[config.mk]
export PLATFORM = sky130hd
export DESIGN_NAME = page_bump_allocator_top
export DESIGN_NICKNAME = d
export VERILOG_FILES = /design/src/design/pba_pkg.sv /design/src/design/page_bump_allocator_top.sv /design/src/design/pba_front.sv /design/src/design/pba_back.sv
export VERILOG_INCLUDE_DIRS = /design/src /design/src/design
export SDC_FILE = /design/constraint.sdc
export NUM_CORES = 1
export LEC_CHECK = 0
export ABC_AREA = 1
export BUFFER_PORTS_ARGS = -buffer_cell sky130_fd_sc_hd__buf_2
export CORE_MARGIN = 2
export CORE_UTILIZATION = 44
export DETAILED_ROUTE_END_ITERATION = 6
export HOLD_SLACK_MARGIN = 0.05
export PLACE_DENSITY = 0.62
export SLEW_MARGIN = 20
export SYNTH_ARGS = -nofsm -noshare
export SYNTH_HDL_FRONTEND = slang
export SYNTH_HIERARCHICAL = 1
export SYNTH_SLANG_ARGS = --single-unit
[constraint.sdc]
create_clock -name i_clk -period 11.6 [get_ports i_clk]
set_clock_uncertainty 0.2 [all_clocks]
set_input_delay 2.32 -clock i_clk [delete_from_list [all_inputs] [get_ports i_clk]]
set_output_delay 2.32 -clock i_clk [all_outputs]
set_load 0.03 [all_outputs]
[src/design/page_bump_allocator_top_assert.svh]
// Assertion macros for the page bump allocator.
`ifndef PAGE_BUMP_ALLOCATOR_TOP_ASSERT_SVH
`define PAGE_BUMP_ALLOCATOR_TOP_ASSERT_SVH

`ifndef SYNTHESIS
// Checked property, held off while reset is applied.
`define PBA_ASSERT(label, clk, rst_n, prop) \
    label: assert property (@(posedge clk) disable iff (!(rst_n)) (prop)) \
        else $error("page bump allocator check failed");
// Checked property, also evaluated during reset.
`define PBA_ASSERT_ALWAYS(label, clk, prop) \
    label: assert property (@(posedge clk) (prop)) \
        else $error("page bump allocator check failed");
`else
`define PBA_ASSERT(label, clk, rst_n, prop)
`define PBA_ASSERT_ALWAYS(label, clk, prop)
`endif

`endif

[src/design/pba_pkg.sv]
// Package: types and constants shared by the page bump allocator.
package pba_pkg;

    localparam int ADDR_W     = 48;
    localparam int COUNT_W    = 36;
    localparam int PAGE_SHIFT = 12;
    localparam int PAGE_NUM_W = ADDR_W - PAGE_SHIFT;

    localparam logic [ADDR_W-1:0] PAGE_MASK      = ADDR_W'((64'd1 << PAGE_SHIFT) - 64'd1);
    localparam logic [ADDR_W-1:0] RESERVED_FLOOR = ADDR_W'(64'h20_0000);
    localparam logic [ADDR_W-1:0] WINDOW_LOW     = ADDR_W'(64'h9_EFFF);
    localparam logic [ADDR_W-1:0] LIMIT_RESET    = ADDR_W'(64'h2000_0000);
    localparam logic [ADDR_W-1:0] BUMP_RESET     = ADDR_W'(64'h400_0000);
    localparam logic [ADDR_W-1:0] VERSION_RESET  = ADDR_W'(64'd1);

    // request modes; code 3 behaves as "any pages"
    localparam logic [1:0] ACT_BELOW = 2'd1;
    localparam logic [1:0] ACT_FIXED = 2'd2;

    typedef enum logic [1:0] {
        ST_OK           = 2'd0,
        ST_INVALID      = 2'd1,
        ST_NO_RESOURCES = 2'd2
    } t_status;

    typedef struct packed {
        logic [1:0]         action;
        logic [COUNT_W-1:0] page_count;
        logic [ADDR_W-1:0]  address;
    } t_req;

    typedef struct packed {
        t_status           status;
        logic [ADDR_W-1:0] granted_address;
        logic [ADDR_W-1:0] map_version;
    } t_rsp;

    // classified request handed from front to back
    typedef struct packed {
        logic              bump;       // needs the bump pointer
        logic              pre_fail;   // already decided as a failure
        t_status           pre_status;
        logic [ADDR_W-1:0] size;
        logic [ADDR_W-1:0] cand;       // candidate base for below/fixed modes
        logic              size_fits;  // size <= region limit
        logic [ADDR_W-1:0] room;       // region limit - size
    } t_cls;

endpackage

[src/design/page_bump_allocator_top.sv]
// Top level of the page bump allocator: region limit register, front and back ends.
//
// Page allocator built around a bump pointer. Each request gives a mode
// (any pages, below a maximum address, at a fixed address), a page count in
// 4 KiB pages and an address; each produces exactly one result item with a
// status (0 success, 1 invalid parameter, 2 out of resources), the granted
// start address (0 on failure) and the success counter after the request.
// Any-pages requests round the pointer up to a page, check the region limit
// and advance the pointer; below-maximum requests place the pages just under
// the given address, raised to the 2 MiB reserved floor; fixed requests are
// refused when unaligned, inside the low firmware window or past the limit.
// Both sides behave as queues: push an item while full is low, take results
// while empty is low by raising pop. Sustained rate is one item per clock
// while pop keeps the result queue from filling; an item passes the front
// queue and then the result queue before it is visible. The front end does
// all checks that do not need the bump pointer and fills a two-entry queue;
// the back end does the pointer rounding, final limit compare and counter
// update, which is the loop that sets the rate, and drains into a two-entry
// result queue. Write region_limit (reset 0x2000_0000) only while the block
// is idle. After reset the pointer is 0x400_0000, the success counter is 1.
module page_bump_allocator_top (
    input  logic                       i_clk,
    input  logic                       i_rst_n,
    input  logic                       i_cfg_we,
    input  logic [pba_pkg::ADDR_W-1:0] i_cfg_wdata,
    input  logic                       push,
    output logic                       full,
    input  pba_pkg::t_req              i_req,
    output logic                       empty,
    input  logic                       pop,
    output pba_pkg::t_rsp              o_rsp
);

    logic [pba_pkg::ADDR_W-1:0] r_limit;
    logic [pba_pkg::ADDR_W-1:0] n_limit;
    logic                       cls_valid;
    logic                       cls_pop;
    pba_pkg::t_cls              cls;

    always_comb begin
        n_limit = i_cfg_we ? i_cfg_wdata : r_limit;
    end

    always_ff @(posedge i_clk) begin
        if (!i_rst_n) begin
            r_limit <= pba_pkg::LIMIT_RESET;
        end else begin
            r_limit <= n_limit;
        end
    end

    // classify and queue
    pba_front u_front (
        .i_clk       (i_clk),
        .i_rst_n     (i_rst_n),
        .push        (push),
        .full        (full),
        .i_req       (i_req),
        .i_limit     (r_limit),
        .o_cls_valid (cls_valid),
        .o_cls       (cls),
        .i_cls_pop   (cls_pop)
    );

    // bump pointer, counter, results
    pba_back u_back (
        .i_clk       (i_clk),
        .i_rst_n     (i_rst_n),
        .i_cls_valid (cls_valid),
        .i_cls       (cls),
        .o_cls_pop   (cls_pop),
        .empty       (empty),
        .pop         (pop),
        .o_rsp       (o_rsp)
    );

endmodule

[src/design/pba_front.sv]
// Front end: accepts requests, classifies them and queues them for the back end.
`include "page_bump_allocator_top_assert.svh"

module pba_front (
    input  logic                       i_clk,
    input  logic                       i_rst_n,
    input  logic                       push,
    output logic                       full,
    input  pba_pkg::t_req              i_req,
    input  logic [pba_pkg::ADDR_W-1:0] i_limit,
    output logic                       o_cls_valid,
    output pba_pkg::t_cls              o_cls,
    input  logic                       i_cls_pop
);

    pba_pkg::t_cls              n_cls;
    pba_pkg::t_cls              r_mem [2];
    logic                       r_wp;
    logic                       r_rp;
    logic [1:0]                 r_cnt;
    logic [pba_pkg::ADDR_W-1:0] size;
    logic [pba_pkg::ADDR_W-1:0] below_diff;
    logic [pba_pkg::ADDR_W-1:0] below_base;
    logic                       wr;
    logic                       rd;

    assign full        = (r_cnt == 2'd2);
    assign o_cls_valid = (r_cnt != 2'd0);
    assign o_cls       = r_mem[r_rp];
    assign wr          = push && !full;
    assign rd          = i_cls_pop && o_cls_valid;

    always_comb begin
        size       = pba_pkg::ADDR_W'(i_req.page_count) << pba_pkg::PAGE_SHIFT;
        below_diff = i_req.address - size;
        below_base = below_diff & ~pba_pkg::PAGE_MASK;
        if (below_base < pba_pkg::RESERVED_FLOOR) begin
            below_base = pba_pkg::RESERVED_FLOOR;
        end

        n_cls            = '0;
        n_cls.size       = size;
        n_cls.size_fits  = (size <= i_limit);
        n_cls.room       = i_limit - size;
        n_cls.pre_status = pba_pkg::ST_OK;
        case (i_req.action)
            pba_pkg::ACT_FIXED: begin
                n_cls.cand = i_req.address;
                if ((i_req.address & pba_pkg::PAGE_MASK) != '0) begin
                    n_cls.pre_fail   = 1'b1;
                    n_cls.pre_status = pba_pkg::ST_INVALID;
                end else if (i_req.address < pba_pkg::RESERVED_FLOOR &&
                             i_req.address >= pba_pkg::WINDOW_LOW) begin
                    // low firmware window
                    n_cls.pre_fail   = 1'b1;
                    n_cls.pre_status = pba_pkg::ST_NO_RESOURCES;
                end
            end
            pba_pkg::ACT_BELOW: begin
                n_cls.cand = below_base;
                if (i_req.address < size) begin
                    n_cls.pre_fail   = 1'b1;
                    n_cls.pre_status = pba_pkg::ST_NO_RESOURCES;
                end
            end
            default: begin
                n_cls.bump = 1'b1;
            end
        endcase
        // zero count overrides every mode
        if (i_req.page_count == '0) begin
            n_cls.pre_fail   = 1'b1;
            n_cls.pre_status = pba_pkg::ST_INVALID;
        end
    end

    always_ff @(posedge i_clk) begin
        if (wr) begin
            r_mem[r_wp] <= n_cls;
        end
    end

    always_ff @(posedge i_clk) begin
        if (!i_rst_n) begin
            r_wp  <= 1'b0;
            r_rp  <= 1'b0;
            r_cnt <= 2'd0;
        end else begin
            if (wr) begin
                r_wp <= ~r_wp;
            end
            if (rd) begin
                r_rp <= ~r_rp;
            end
            case ({wr, rd})
                2'b10:   r_cnt <= r_cnt + 2'd1;
                2'b01:   r_cnt <= r_cnt - 2'd1;
                default: r_cnt <= r_cnt;
            endcase
        end
    end

    `PBA_ASSERT(a_front_cnt_range, i_clk, i_rst_n, r_cnt != 2'd3)
    `PBA_ASSERT(a_front_fill, i_clk, i_rst_n, wr && !rd |=> r_cnt == $past(r_cnt) + 2'd1)
    `PBA_ASSERT(a_front_ptrs, i_clk, i_rst_n, (r_cnt == 2'd1) |-> (r_wp != r_rp))

endmodule

[src/design/pba_back.sv]
// Back end: bump pointer, success counter and the result queue.
`include "page_bump_allocator_top_assert.svh"

module pba_back (
    input  logic          i_clk,
    input  logic          i_rst_n,
    input  logic          i_cls_valid,
    input  pba_pkg::t_cls i_cls,
    output logic          o_cls_pop,
    output logic          empty,
    input  logic          pop,
    output pba_pkg::t_rsp o_rsp
);

    logic [pba_pkg::ADDR_W-1:0]     r_next_free;
    logic [pba_pkg::ADDR_W-1:0]     r_alloc_count;
    pba_pkg::t_rsp                  r_mem [2];
    logic                           r_wp;
    logic                           r_rp;
    logic [1:0]                     r_cnt;
    pba_pkg::t_rsp                  n_rsp;
    logic [pba_pkg::ADDR_W-1:0]     n_next_free;
    logic [pba_pkg::ADDR_W-1:0]     n_alloc_count;
    logic [pba_pkg::ADDR_W-1:0]     base;
    logic [pba_pkg::PAGE_NUM_W-1:0] page_hi;
    logic                           page_part;
    logic                           wrap;
    logic                           ok;
    logic                           take;
    logic                           rd;

    assign take      = i_cls_valid && (r_cnt != 2'd2);
    assign o_cls_pop = take;
    assign empty     = (r_cnt == 2'd0);
    assign o_rsp     = r_mem[r_rp];
    assign rd        = pop && !empty;

    always_comb begin
        page_hi   = r_next_free[pba_pkg::ADDR_W-1:pba_pkg::PAGE_SHIFT];
        page_part = |r_next_free[pba_pkg::PAGE_SHIFT-1:0];
        // rounding up would leave the address space
        wrap      = (&page_hi) && page_part;
        base      = i_cls.cand;
        if (i_cls.bump) begin
            base = {page_hi + pba_pkg::PAGE_NUM_W'(page_part),
                    pba_pkg::PAGE_SHIFT'(0)};
        end
        ok = !i_cls.pre_fail && !(i_cls.bump && wrap) &&
             i_cls.size_fits && (base <= i_cls.room);

        n_next_free   = r_next_free;
        n_alloc_count = r_alloc_count;
        n_rsp         = '0;
        if (ok) begin
            n_alloc_count         = r_alloc_count + pba_pkg::ADDR_W'(1);
            n_rsp.status          = pba_pkg::ST_OK;
            n_rsp.granted_address = base;
            if (i_cls.bump) begin
                n_next_free = base + i_cls.size;
            end
        end else if (i_cls.pre_fail) begin
            n_rsp.status = i_cls.pre_status;
        end else begin
            n_rsp.status = pba_pkg::ST_NO_RESOURCES;
        end
        n_rsp.map_version = n_alloc_count;
    end

    always_ff @(posedge i_clk) begin
        if (take) begin
            r_mem[r_wp] <= n_rsp;
        end
    end

    always_ff @(posedge i_clk) begin
        if (!i_rst_n) begin
            r_next_free   <= pba_pkg::BUMP_RESET;
            r_alloc_count <= pba_pkg::VERSION_RESET;
            r_wp          <= 1'b0;
            r_rp          <= 1'b0;
            r_cnt         <= 2'd0;
        end else begin
            if (take) begin
                r_next_free   <= n_next_free;
                r_alloc_count <= n_alloc_count;
                r_wp          <= ~r_wp;
            end
            if (rd) begin
                r_rp <= ~r_rp;
            end
            case ({take, rd})
                2'b10:   r_cnt <= r_cnt + 2'd1;
                2'b01:   r_cnt <= r_cnt - 2'd1;
                default: r_cnt <= r_cnt;
            endcase
        end
    end

    `PBA_ASSERT(a_back_fail_holds, i_clk, i_rst_n, take && !ok |=> $stable(r_alloc_count) && $stable(r_next_free))
    `PBA_ASSERT(a_back_grant_aligned, i_clk, i_rst_n, take && ok |-> (base & pba_pkg::PAGE_MASK) == '0)
    `PBA_ASSERT(a_back_bump_only, i_clk, i_rst_n, take && !i_cls.bump |=> $stable(r_next_free))

endmodule
==> impl_metrics.toml, run 1 <==
[worst_setup_path]
path_buf_inv = 2
critical_path_class = "in2reg"
critPathTopFamily = "simple AND/OR/NAND/NOR gates"
cp_slowest_cell = "nor4_2"
cp_common_cell = "nand2_1"
max_stage_delay_ns = 0.88
cp-start-kind = "input pin"
cp_max_fo = 4
path_cells = "buf_2 > inv_1 > ha_1 > nand2_1 > nor4_2 > a21oi_1 > o21ai_0 > nand4_1 > nand2_1 > xor2_1"
worstPathRequired_ns = 11.76
cp.arrival_ns = 5.87
crit_path_end_kind = "register"

[clocking]
h-tree-depth = 3
cts_inserted_buffers = 71
cts_num_sinks = 624
max-clock-path-buffers = 3
postCtsResizedCells = 0
postCtsHoldBufs = 0
cts-root-buf = "clkbuf_16"
cts_setup_buffers = 0
cts_tree = "done"
insertion_delay_ns = 0.61
path_clk_slew_ns = 0.06

[placed_design]
routabilityCongestion = 1.08
post-place-cells = 5901
io_buffer_count = 238
placed_cell_area_um2 = 40300
dp_hpwl_um = 92300

[die]
core-area_um2 = 85400
die_h_um = 298
ios = 239
start_util_pct = 44.5
die_w_um = 298
num_rows = 107
dieArea_um2 = 88800

[status]
status = "complete, no violations"

[route]
ant_nets = 0
viasPerCell = 5.23
drt_iter0_markers = 2489
drc = 0
wl_um = 119000
vias = 31500
drt-wirelength-per-cell_um = 19.8
first_pass_iters = 6

[sta]
hold_viol_final = 0
fmax_mhz = 175
period_minus_slack_ns = 5.71
tightest_slew_ns = 1.12
tns_ns = 0
rsz0062_at_grt = "no"
slew_viol_final = 0
fin_crit_sh_pct = 49.2
maxSlewHeadroom_pct = 24.7
setup_viol = 0

[min_path]
hold_class = "reg2reg"

[cells_and_area]
synthToLayoutAreaGrowth_pct = 12.1
finalNetCount = 5146
drive_above_1_share_pct = 14.2
instances_no_fill = 6031
finalInstanceArea_um2 = 42600

[yosys]
ys_seq_elements = 624
yosysSeqAreaShare_pct = 45.2
async_flop_share_pct = 0
synth_edf_count = 470
synth_most_common_cell = "nand2_1"
yosys_warnings = 6
synth_top_area_share_pct = 37.1
synth_common_cells = "nand2_1, inv_1, nor2_1"
yosysTopAreaCell = "edfxtp_1"
yosysUniqueCellTypes = 55
synth-main-ff-cell = "edfxtp_1"
syn_area_per_cell_um2 = 8.25
synth_area_leaders = "edfxtp_1, nand2_1, dfxtp_1, mux2_2, inv_1"
syn-cell-area_um2 = 38000
syn_inst = 4610

[global_routing]
grtUsageTotal_pct = 26.6
grt.overflow.total = 0
grt_pass1_vias = 30500
antenna_found_initial = 1
grt_pass1_wl_um = 181000
grt_max_degree = 117

[job]
cap_violations = 0

[power]
vdd.ir_drop.worst_mv = 0.172
power.leakage_nw = 19.4
power_density_nw_per_um2 = 251
==> stage by stage <==
step | total power, mW | hold slack [ns] | worst slack [ns] | util [%]
floorplan | 7.01 | 0.225 | 2.55 | -
global route | 11.4 | 0.268 | 5.63 | 49.9
CTS | 10.7 | 0.246 | 5.96 | 49.9
detailed placement | 8.45 | 0.231 | 5.55 | 47.2
global placement | 8.43 | 0.230 | 5.05 | 47.2
finish | 10.7 | 0.243 | 5.89 | 49.9
==> area by class of cell <==
cell class                 count  area [µm²]
clock buffer                  91        1940
antenna                        1        2.50
tap                         1144        1430
timing repair buffer         264        1400
inverter                     694        2610
clock inverter                38         389
sequential                   624       17200
fill                        8388       42800
multi-input combinational   3175       17700
==> layer usage <==
layer,GRT usage (%),routed length (µm),up-vias
li1,-,-,15500
met1,36.3,53000,14800
met2,44.0,55100,1006
met3,2.79,6520,201
met4,9.44,4510,0
met5,0,0,-
==> cells in the final DEF (no fill, tap or decap), types with 30 or more instances in the layout <==
master | synthesis | routed
a21oi_1 | 217 | 217
buf_2 | 30 | 236
clkbuf_16 | 0 | 74
dfxtp_1 | 154 | 152
edfxtp_1 | 470 | 470
ha_1 | 174 | 174
inv_1 | 680 | 679
mux2_2 | 235 | 235
nand2_1 | 1244 | 1243
nand3_1 | 223 | 223
nand4_1 | 75 | 75
nor2_1 | 522 | 517
nor3_1 | 47 | 47
nor4_1 | 31 | 30
o21ai_0 | 68 | 68
xor2_1 | 107 | 107
==> registers in the layout (all words and copies together) (netlist names), named ones only <==
name,count
u_back/r_next_free,48
u_back/r_rp,1
u_front/r_cnt,2
u_front/r_rp,1
u_front/r_mem,274
u_back/r_mem,196
r_limit,48
u_front/r_wp,1
u_back/r_cnt,2
u_back/r_wp,1
u_back/r_alloc_count,48
==> cells by family after synthesis <==
logic type,count (synthesis),synth area share [%]
compound gates,384,5.73
flops,624,45.2
other cells,1,0.00986
fa+ha+maj,177,5.88
xor+xnor,134,3.08
buf+inv,822,8.63
simple gates,2233,24.5
mux,235,6.96
==> worst paths after layout <==
kind | slack [ns] | cells past startpoint | end | from
max reg2reg | 5.99 | 25 | u_back/r_mem[0][84] | u_back/r_next_free[0]
min | 0.24 | 1 | register | u_front/r_rp
min reg2reg | 0.24 | 1 | register | u_front/r_rp
max | 5.89 | 10 | u_front/r_mem[1][41] | i_req[55]
==> report_power, final <==
group          total [mW]  internal (mW)  leakage (nW)  switching [mW]
clock                2.24           1.32          1.13           0.921
sequential           3.36           3.13          5.73           0.230
combinational        5.12           1.61          12.6            3.52
Note: power is estimated with default switching activity, not from simulation.
==> run 2: changes to the inputs <==
--- a/config.mk
+++ b/config.mk
@@ -12,7 +12,7 @@
 export CORE_UTILIZATION = 44
 export DETAILED_ROUTE_END_ITERATION = 6
 export HOLD_SLACK_MARGIN = 0.05
-export PLACE_DENSITY = 0.62
+export PLACE_DENSITY = 0.64
 export SLEW_MARGIN = 20
 export SYNTH_ARGS = -nofsm -noshare
 export SYNTH_HDL_FRONTEND = slang
==> constraint.sdc (replaced) <==
create_clock -name i_clk -period 4.6 [get_ports i_clk]
set_clock_uncertainty 0.2 [all_clocks]
set_input_delay 0.92 -clock i_clk [delete_from_list [all_inputs] [get_ports i_clk]]
set_output_delay 0.92 -clock i_clk [all_outputs]
set_load 0.03 [all_outputs]
==> run 2 against run 1 <==
  * Combinational power rose to 2.7 times the previous value
  * Flip-flop and latch count unchanged
  * Design area grew 2.6%
  * Via count grew 0.63%
  * Non-clock buffer count up 84
  * Clock power increased to 2.5 times the previous value
  * Utilization is 1.3 points higher
  * Sequential power rose to 2.5 times the previous value
  * Global-route usage fell by 0.60 points
  * Critical path type is now reg2reg
==> impl_metrics.toml, run 2 (synthesis results as in run 1) <==
[global_routing]
grt_pass1_vias = 30800
grt_max_degree = 67
grt_pass1_wl_um = 178000
grtUsageTotal_pct = 26.0
grt.overflow.total = 0
antenna_found_initial = 1

[worst_setup_path]
path_cells = "nor4_2 > nand3_1 > buf_4 > ha_1 > nand4_1 > buf_4 > nor3_1 > xor2_1 > o21ai_0 > ha_1 > nand3_1 > nor2_1 > nand3_2 > nor2_2 > nand4_1 > nand2_4 > nand2_4 > buf_12 > nand2_1 > nand2_1"
worst_r2r_path_depth = 20
path_depth = 20
cp_slowest_cell = "ha_1"
path_buf_inv = 3
critical_path_class = "reg2reg"
max_stage_delay_ns = 0.34
worstPathRequired_ns = 4.77
cp.arrival_ns = 4.56
cp_max_fo = 53
cp-start-kind = "register"
startpoint = "u_back/r_next_free[0]"
crit_path_end_kind = "register"
critPathTopFamily = "simple AND/OR/NAND/NOR gates"
worstReg2RegStart = "u_back/r_next_free[0]"

[job]
cap_violations = 0

[route]
drt_iter0_markers = 2419
viasPerCell = 5.19
drc = 0
ant_nets = 0
wl_um = 118000
drt-wirelength-per-cell_um = 19.2
first_pass_iters = 5
vias = 31700

[sta]
slew_viol_final = 0
setup_viol = 0
layout_setup_ws_ns = 0.206
hold_viol_final = 0
fmax_mhz = 228
tightest_slew_ns = 0.988
rsz0062_at_grt = "yes"
period_minus_slack_ns = 4.39
fin_crit_sh_pct = 95.5
maxSlewHeadroom_pct = 33.7
tns_ns = 0

[placed_design]
dp_hpwl_um = 92100
routabilityCongestion = 0.967
post-place-ws_ns = 0.0591
io_buffer_count = 238
placed_cell_area_um2 = 41000

[clocking]
cts_tree = "done"
max-clock-path-buffers = 3
path_clk_slew_ns = 0.06
cts_num_sinks = 624
cts-root-buf = "clkbuf_16"
insertion_delay_ns = 0.64
h-tree-depth = 3
cts_inserted_buffers = 70

[power]
swShare_pct = 43.1
pwr-share-comb_pct = 49.2
clock_power_share_pct = 20.5
netSwitchingPower_mw = 12.0
total_power_mw = 27.8
power.leakage_nw = 20.0
power_density_nw_per_um2 = 635
p_int_mw = 15.8
seqPwrFrac_pct = 30.3
vdd.ir_drop.worst_mv = 0.317

[cells_and_area]
largest_reg_flops = 274
drive_above_1_share_pct = 16.3
layout_commonest_cell = "nand2_1"
layout_common_cells = "nand2_1, inv_1, nor2_1, edfxtp_1, buf_2"
finalNetCount = 5229
antennaDiodeCount = 0
finalInstanceArea_um2 = 43700
top_register = "u_front/r_mem"
synthToLayoutAreaGrowth_pct = 15.0
top_regs = "u_front/r_mem x274, u_back/r_mem x196"
n_fill_cell = 8268
multi_input_area_um2 = 17800
seq_area_um2 = 17200

[die]
die_w_um = 298
die_h_um = 298
core-area_um2 = 85400
start_util_pct = 44.5
ios = 239
num_rows = 107
dieArea_um2 = 88800

[status]
status = "complete, no violations"

[min_path]
hp-start = "u_front/r_rp"
hold_class = "reg2reg"
min_path_cells = 1
-- run 2: stage by stage --
step,utilization [%],cells,hold slack [ns]
floorplan,-,4621,0.225
global placement,48.0,5971,0.232
finish,51.2,6113,0.247
detailed placement,48.0,5971,0.237
global route,51.2,6113,0.288
CTS,50.8,6099,0.245
-- run 2: power groups by stage --
stage / logic, mW / registers (mW) / clock network (mW)
after global placement: 13.3 / 8.46 / 0
final: 13.7 / 8.42 / 5.68
after floorplan: 9.19 / 8.38 / 0
after global routing: 15.0 / 8.55 / 6.02
after CTS: 13.4 / 8.42 / 5.79
after detailed placement: 13.4 / 8.52 / 0
-- run 2: cell type report --
cell class                      instances  share of cell area [%]
Clock buffer                           84                    4.26
Tap cell                             1144                    3.27
Inverter                              694                    5.96
Clock inverter                         44                    1.19
Multi-Input combinational cell       3175                    40.7
Sequential cell                       624                    39.4
Timing Repair Buffer                  348                    5.23
-- run 2: final timing paths --
| path | slack [ns] | end |
|---|---|---|
| worst min register to register | 0.25 | register |
| worst max register to register | 0.21 | u_back/r_mem[0][38] |
| worst min-delay path | 0.25 | register |
| worst max-delay path | 0.21 | u_back/r_mem[0][38] |
-- run 2: worst register-to-register path, stage by stage (launching register included) --
cell and delay [ns]:
dfxtp_2 0.32, nor4_2 0.28, nand3_1 0.15, buf_4 0.18, ha_1 0.22, nand4_1 0.22, buf_4 0.17, nor3_1 0.05
xor2_1 0.31, o21ai_0 0.23, ha_1 0.34, nand3_1 0.08, nor2_1 0.19, nand3_2 0.15, nor2_2 0.15, nand4_1 0.15
nand2_4 0.18, nand2_4 0.09, buf_12 0.19, nand2_1 0.22, nand2_1 0.09
-- run 2: metal layers --
layer	GRT usage, %	wire, µm
met1	34.8	51900
met2	43.7	55200
met3	2.65	6270
met4	9.46	4300
met5	0	0
-- run 2: repair_timing --
action                                  4_1_cts  5_1_grt
hold buffers                                  0        0
resized for setup                             0       45
endpoints found under the hold margin         0        0
endpoints found under the setup margin        0      290
buffers inserted                              0       13
==> run 3: changes to the inputs <==
--- a/config.mk
+++ b/config.mk
@@ -12,7 +12,7 @@
 export CORE_UTILIZATION = 44
 export DETAILED_ROUTE_END_ITERATION = 6
 export HOLD_SLACK_MARGIN = 0.05
-export PLACE_DENSITY = 0.64
+export PLACE_DENSITY_LB_ADDON = 0.15
 export SLEW_MARGIN = 20
 export SYNTH_ARGS = -nofsm -noshare
 export SYNTH_HDL_FRONTEND = slang
==> run 3 against run 2 <==
  * Register-to-register slack got worse by 0.12 ns
  * Total power grew 0.89%
  * Critical path depth rose by 3
  * Sequential share of layout area shrank 0.12 points
  * Critical endpoint is now u_back/r_mem[1][68]
  * Flip-flop and latch count unchanged
  * Critical path type unchanged
  * Cell count rose by 0.23%
  * First-iteration DRC count shrank 6.3%
  * Highest routed layer unchanged
  * Die area unchanged
  * Setup slack got worse by 0.12 ns
  * Clock power is 1% lower
  * Design area is 0.31% higher
  * Clock-buffer cell count grew 4
==> impl_metrics.toml, run 3 (synthesis results as in run 1) <==
[global_routing]
grtUsageTotal_pct = 26.4
grt_pass1_vias = 30200
grt_pass1_wl_um = 179000
grt_max_degree = 99
antenna_found_initial = 5
grt.overflow.total = 0

[power]
swShare_pct = 43.4
power.leakage_nw = 20.1
seqPwrFrac_pct = 29.9
netSwitchingPower_mw = 12.2
power_density_nw_per_um2 = 639
pwr-share-comb_pct = 50.0
p_int_mw = 15.9
clock_power_share_pct = 20.0
vdd.ir_drop.worst_mv = 0.434

[cells_and_area]
synthToLayoutAreaGrowth_pct = 15.3
instances_no_fill = 6127
finalNetCount = 5238
layout_common_cells = "nand2_1, inv_1, nor2_1, edfxtp_1, buf_2"
top_register = "u_front/r_mem"
final_core_util_pct = 51.4
largest_reg_flops = 274
top_regs = "u_front/r_mem x274, u_back/r_mem x196"
finalInstanceArea_um2 = 43900
drive_above_1_share_pct = 16.9
layout_commonest_cell = "nand2_1"

[die]
ios = 239
num_rows = 107
start_util_pct = 44.5
die_w_um = 298
dieArea_um2 = 88800
core-area_um2 = 85400
die_h_um = 298

[route]
ant_nets = 0
drt-wirelength-per-cell_um = 19.6
viasPerCell = 5.16
drt_iter0_markers = 2267
drc = 0
vias = 31600
wl_um = 120000
first_pass_iters = 5

[clocking]
path_clk_slew_ns = 0.06
cts_num_sinks = 624
max-clock-path-buffers = 3
cts_inserted_buffers = 71
cts_tree = "done"
cts-root-buf = "clkbuf_16"
insertion_delay_ns = 0.63
h-tree-depth = 3

[sta]
setup_viol = 0
fmax_mhz = 222
layout_setup_ws_ns = 0.0870
tns_ns = 0
rsz0062_at_grt = "yes"
tightest_slew_ns = 1.14
maxSlewHeadroom_pct = 23.5
hold_viol_final = 0
fin_crit_sh_pct = 98.1
slew_viol_final = 0
period_minus_slack_ns = 4.51

[status]
status = "complete, no violations"

[job]
cap_violations = 0

[worst_setup_path]
worstReg2RegStart = "u_back/r_next_free[3]"
cp_max_fo = 31
worstPathRequired_ns = 4.82
critical_path_class = "reg2reg"
cp.arrival_ns = 4.73
startpoint = "u_back/r_next_free[3]"
cp-start-kind = "register"
crit_path_end_kind = "register"

[placed_design]
post-place-cells = 5979
post-place-ws_ns = -0.0699
io_buffer_count = 238
placed_cell_area_um2 = 41100
dp_hpwl_um = 93400
routabilityCongestion = 0.997

[min_path]
hp-start = "u_back/r_rp"
hold_class = "reg2reg"
run 3: final timing paths:
| path | cells past startpoint | end | slack [ns] |
|---|---|---|---|
| setup reg to reg | 23 | u_back/r_mem[1][68] | 0.09 |
| setup / recovery | 23 | u_back/r_mem[1][68] | 0.09 |
| hold / removal | 1 | register | 0.23 |
| hold reg to reg | 1 | register | 0.23 |
run 3: cell type report:
type                       instances  area (µm²)
antenna                            3        7.51
clock buffer                      88        1930
clock inverter                    43         395
fill                            8304       41500
inverter                         694        2610
multi-input combinational       3175       17900
sequential                       624       17200
tap                             1144        1430
timing repair buffer             356        2380
run 3: repair_timing:
item | in CTS | in global routing
gates cloned | 0 | 4
setup buffers | 1 | 9
endpoints found under the setup margin | 121 | 290
resized for setup | 8 | 65
hold buffers | 0 | 0
pin swaps | 1 | 11
run 3: layer usage:
layer	global-route usage [%]	vias up	wire, µm
met4	8.39	0	3600
met3	2.87	157	6520
met1	35.9	14900	53600
li1	-	15700	-
met5	0	-	0
met2	44.0	953	56300
run 3: critical path, cell delays in order (launching register included):
cell	delay [ns]
dfxtp_1	0.33
nor4_1	0.06
nand3_1	0.11
ha_2	0.20
nand2_2	0.07
nor2_4	0.24
nand2_4	0.10
nor2_4	0.15
inv_2	0.08
nor2_4	0.12
nand3_1	0.10
nor2_2	0.14
xor2_2	0.33
o21ai_2	0.12
ha_1	0.29
nand4_1	0.14
nor2_2	0.18
nand3_2	0.11
nor2_2	0.14
nand4_1	0.18
nand2_4	0.22
nand2_8	0.16
buf_12	0.23
a21oi_1	0.26
run 3: through the flow:
stage	total power, mW	hold WS [ns]
after global routing	29.8	0.252
after CTS	27.7	0.239
after floorplan	17.6	0.225
after detailed placement	22.0	0.230
after global placement	22.0	0.232
final	28.0	0.235
run 3: power groups by stage:
stage	clock, mW	combinational [mW]	sequential [mW]
finish	5.61	14.0	8.39
global placement	0	13.6	8.46
floorplan	0	9.19	8.38
global route	5.93	15.3	8.53
detailed placement	0	13.5	8.50
CTS	5.71	13.6	8.39
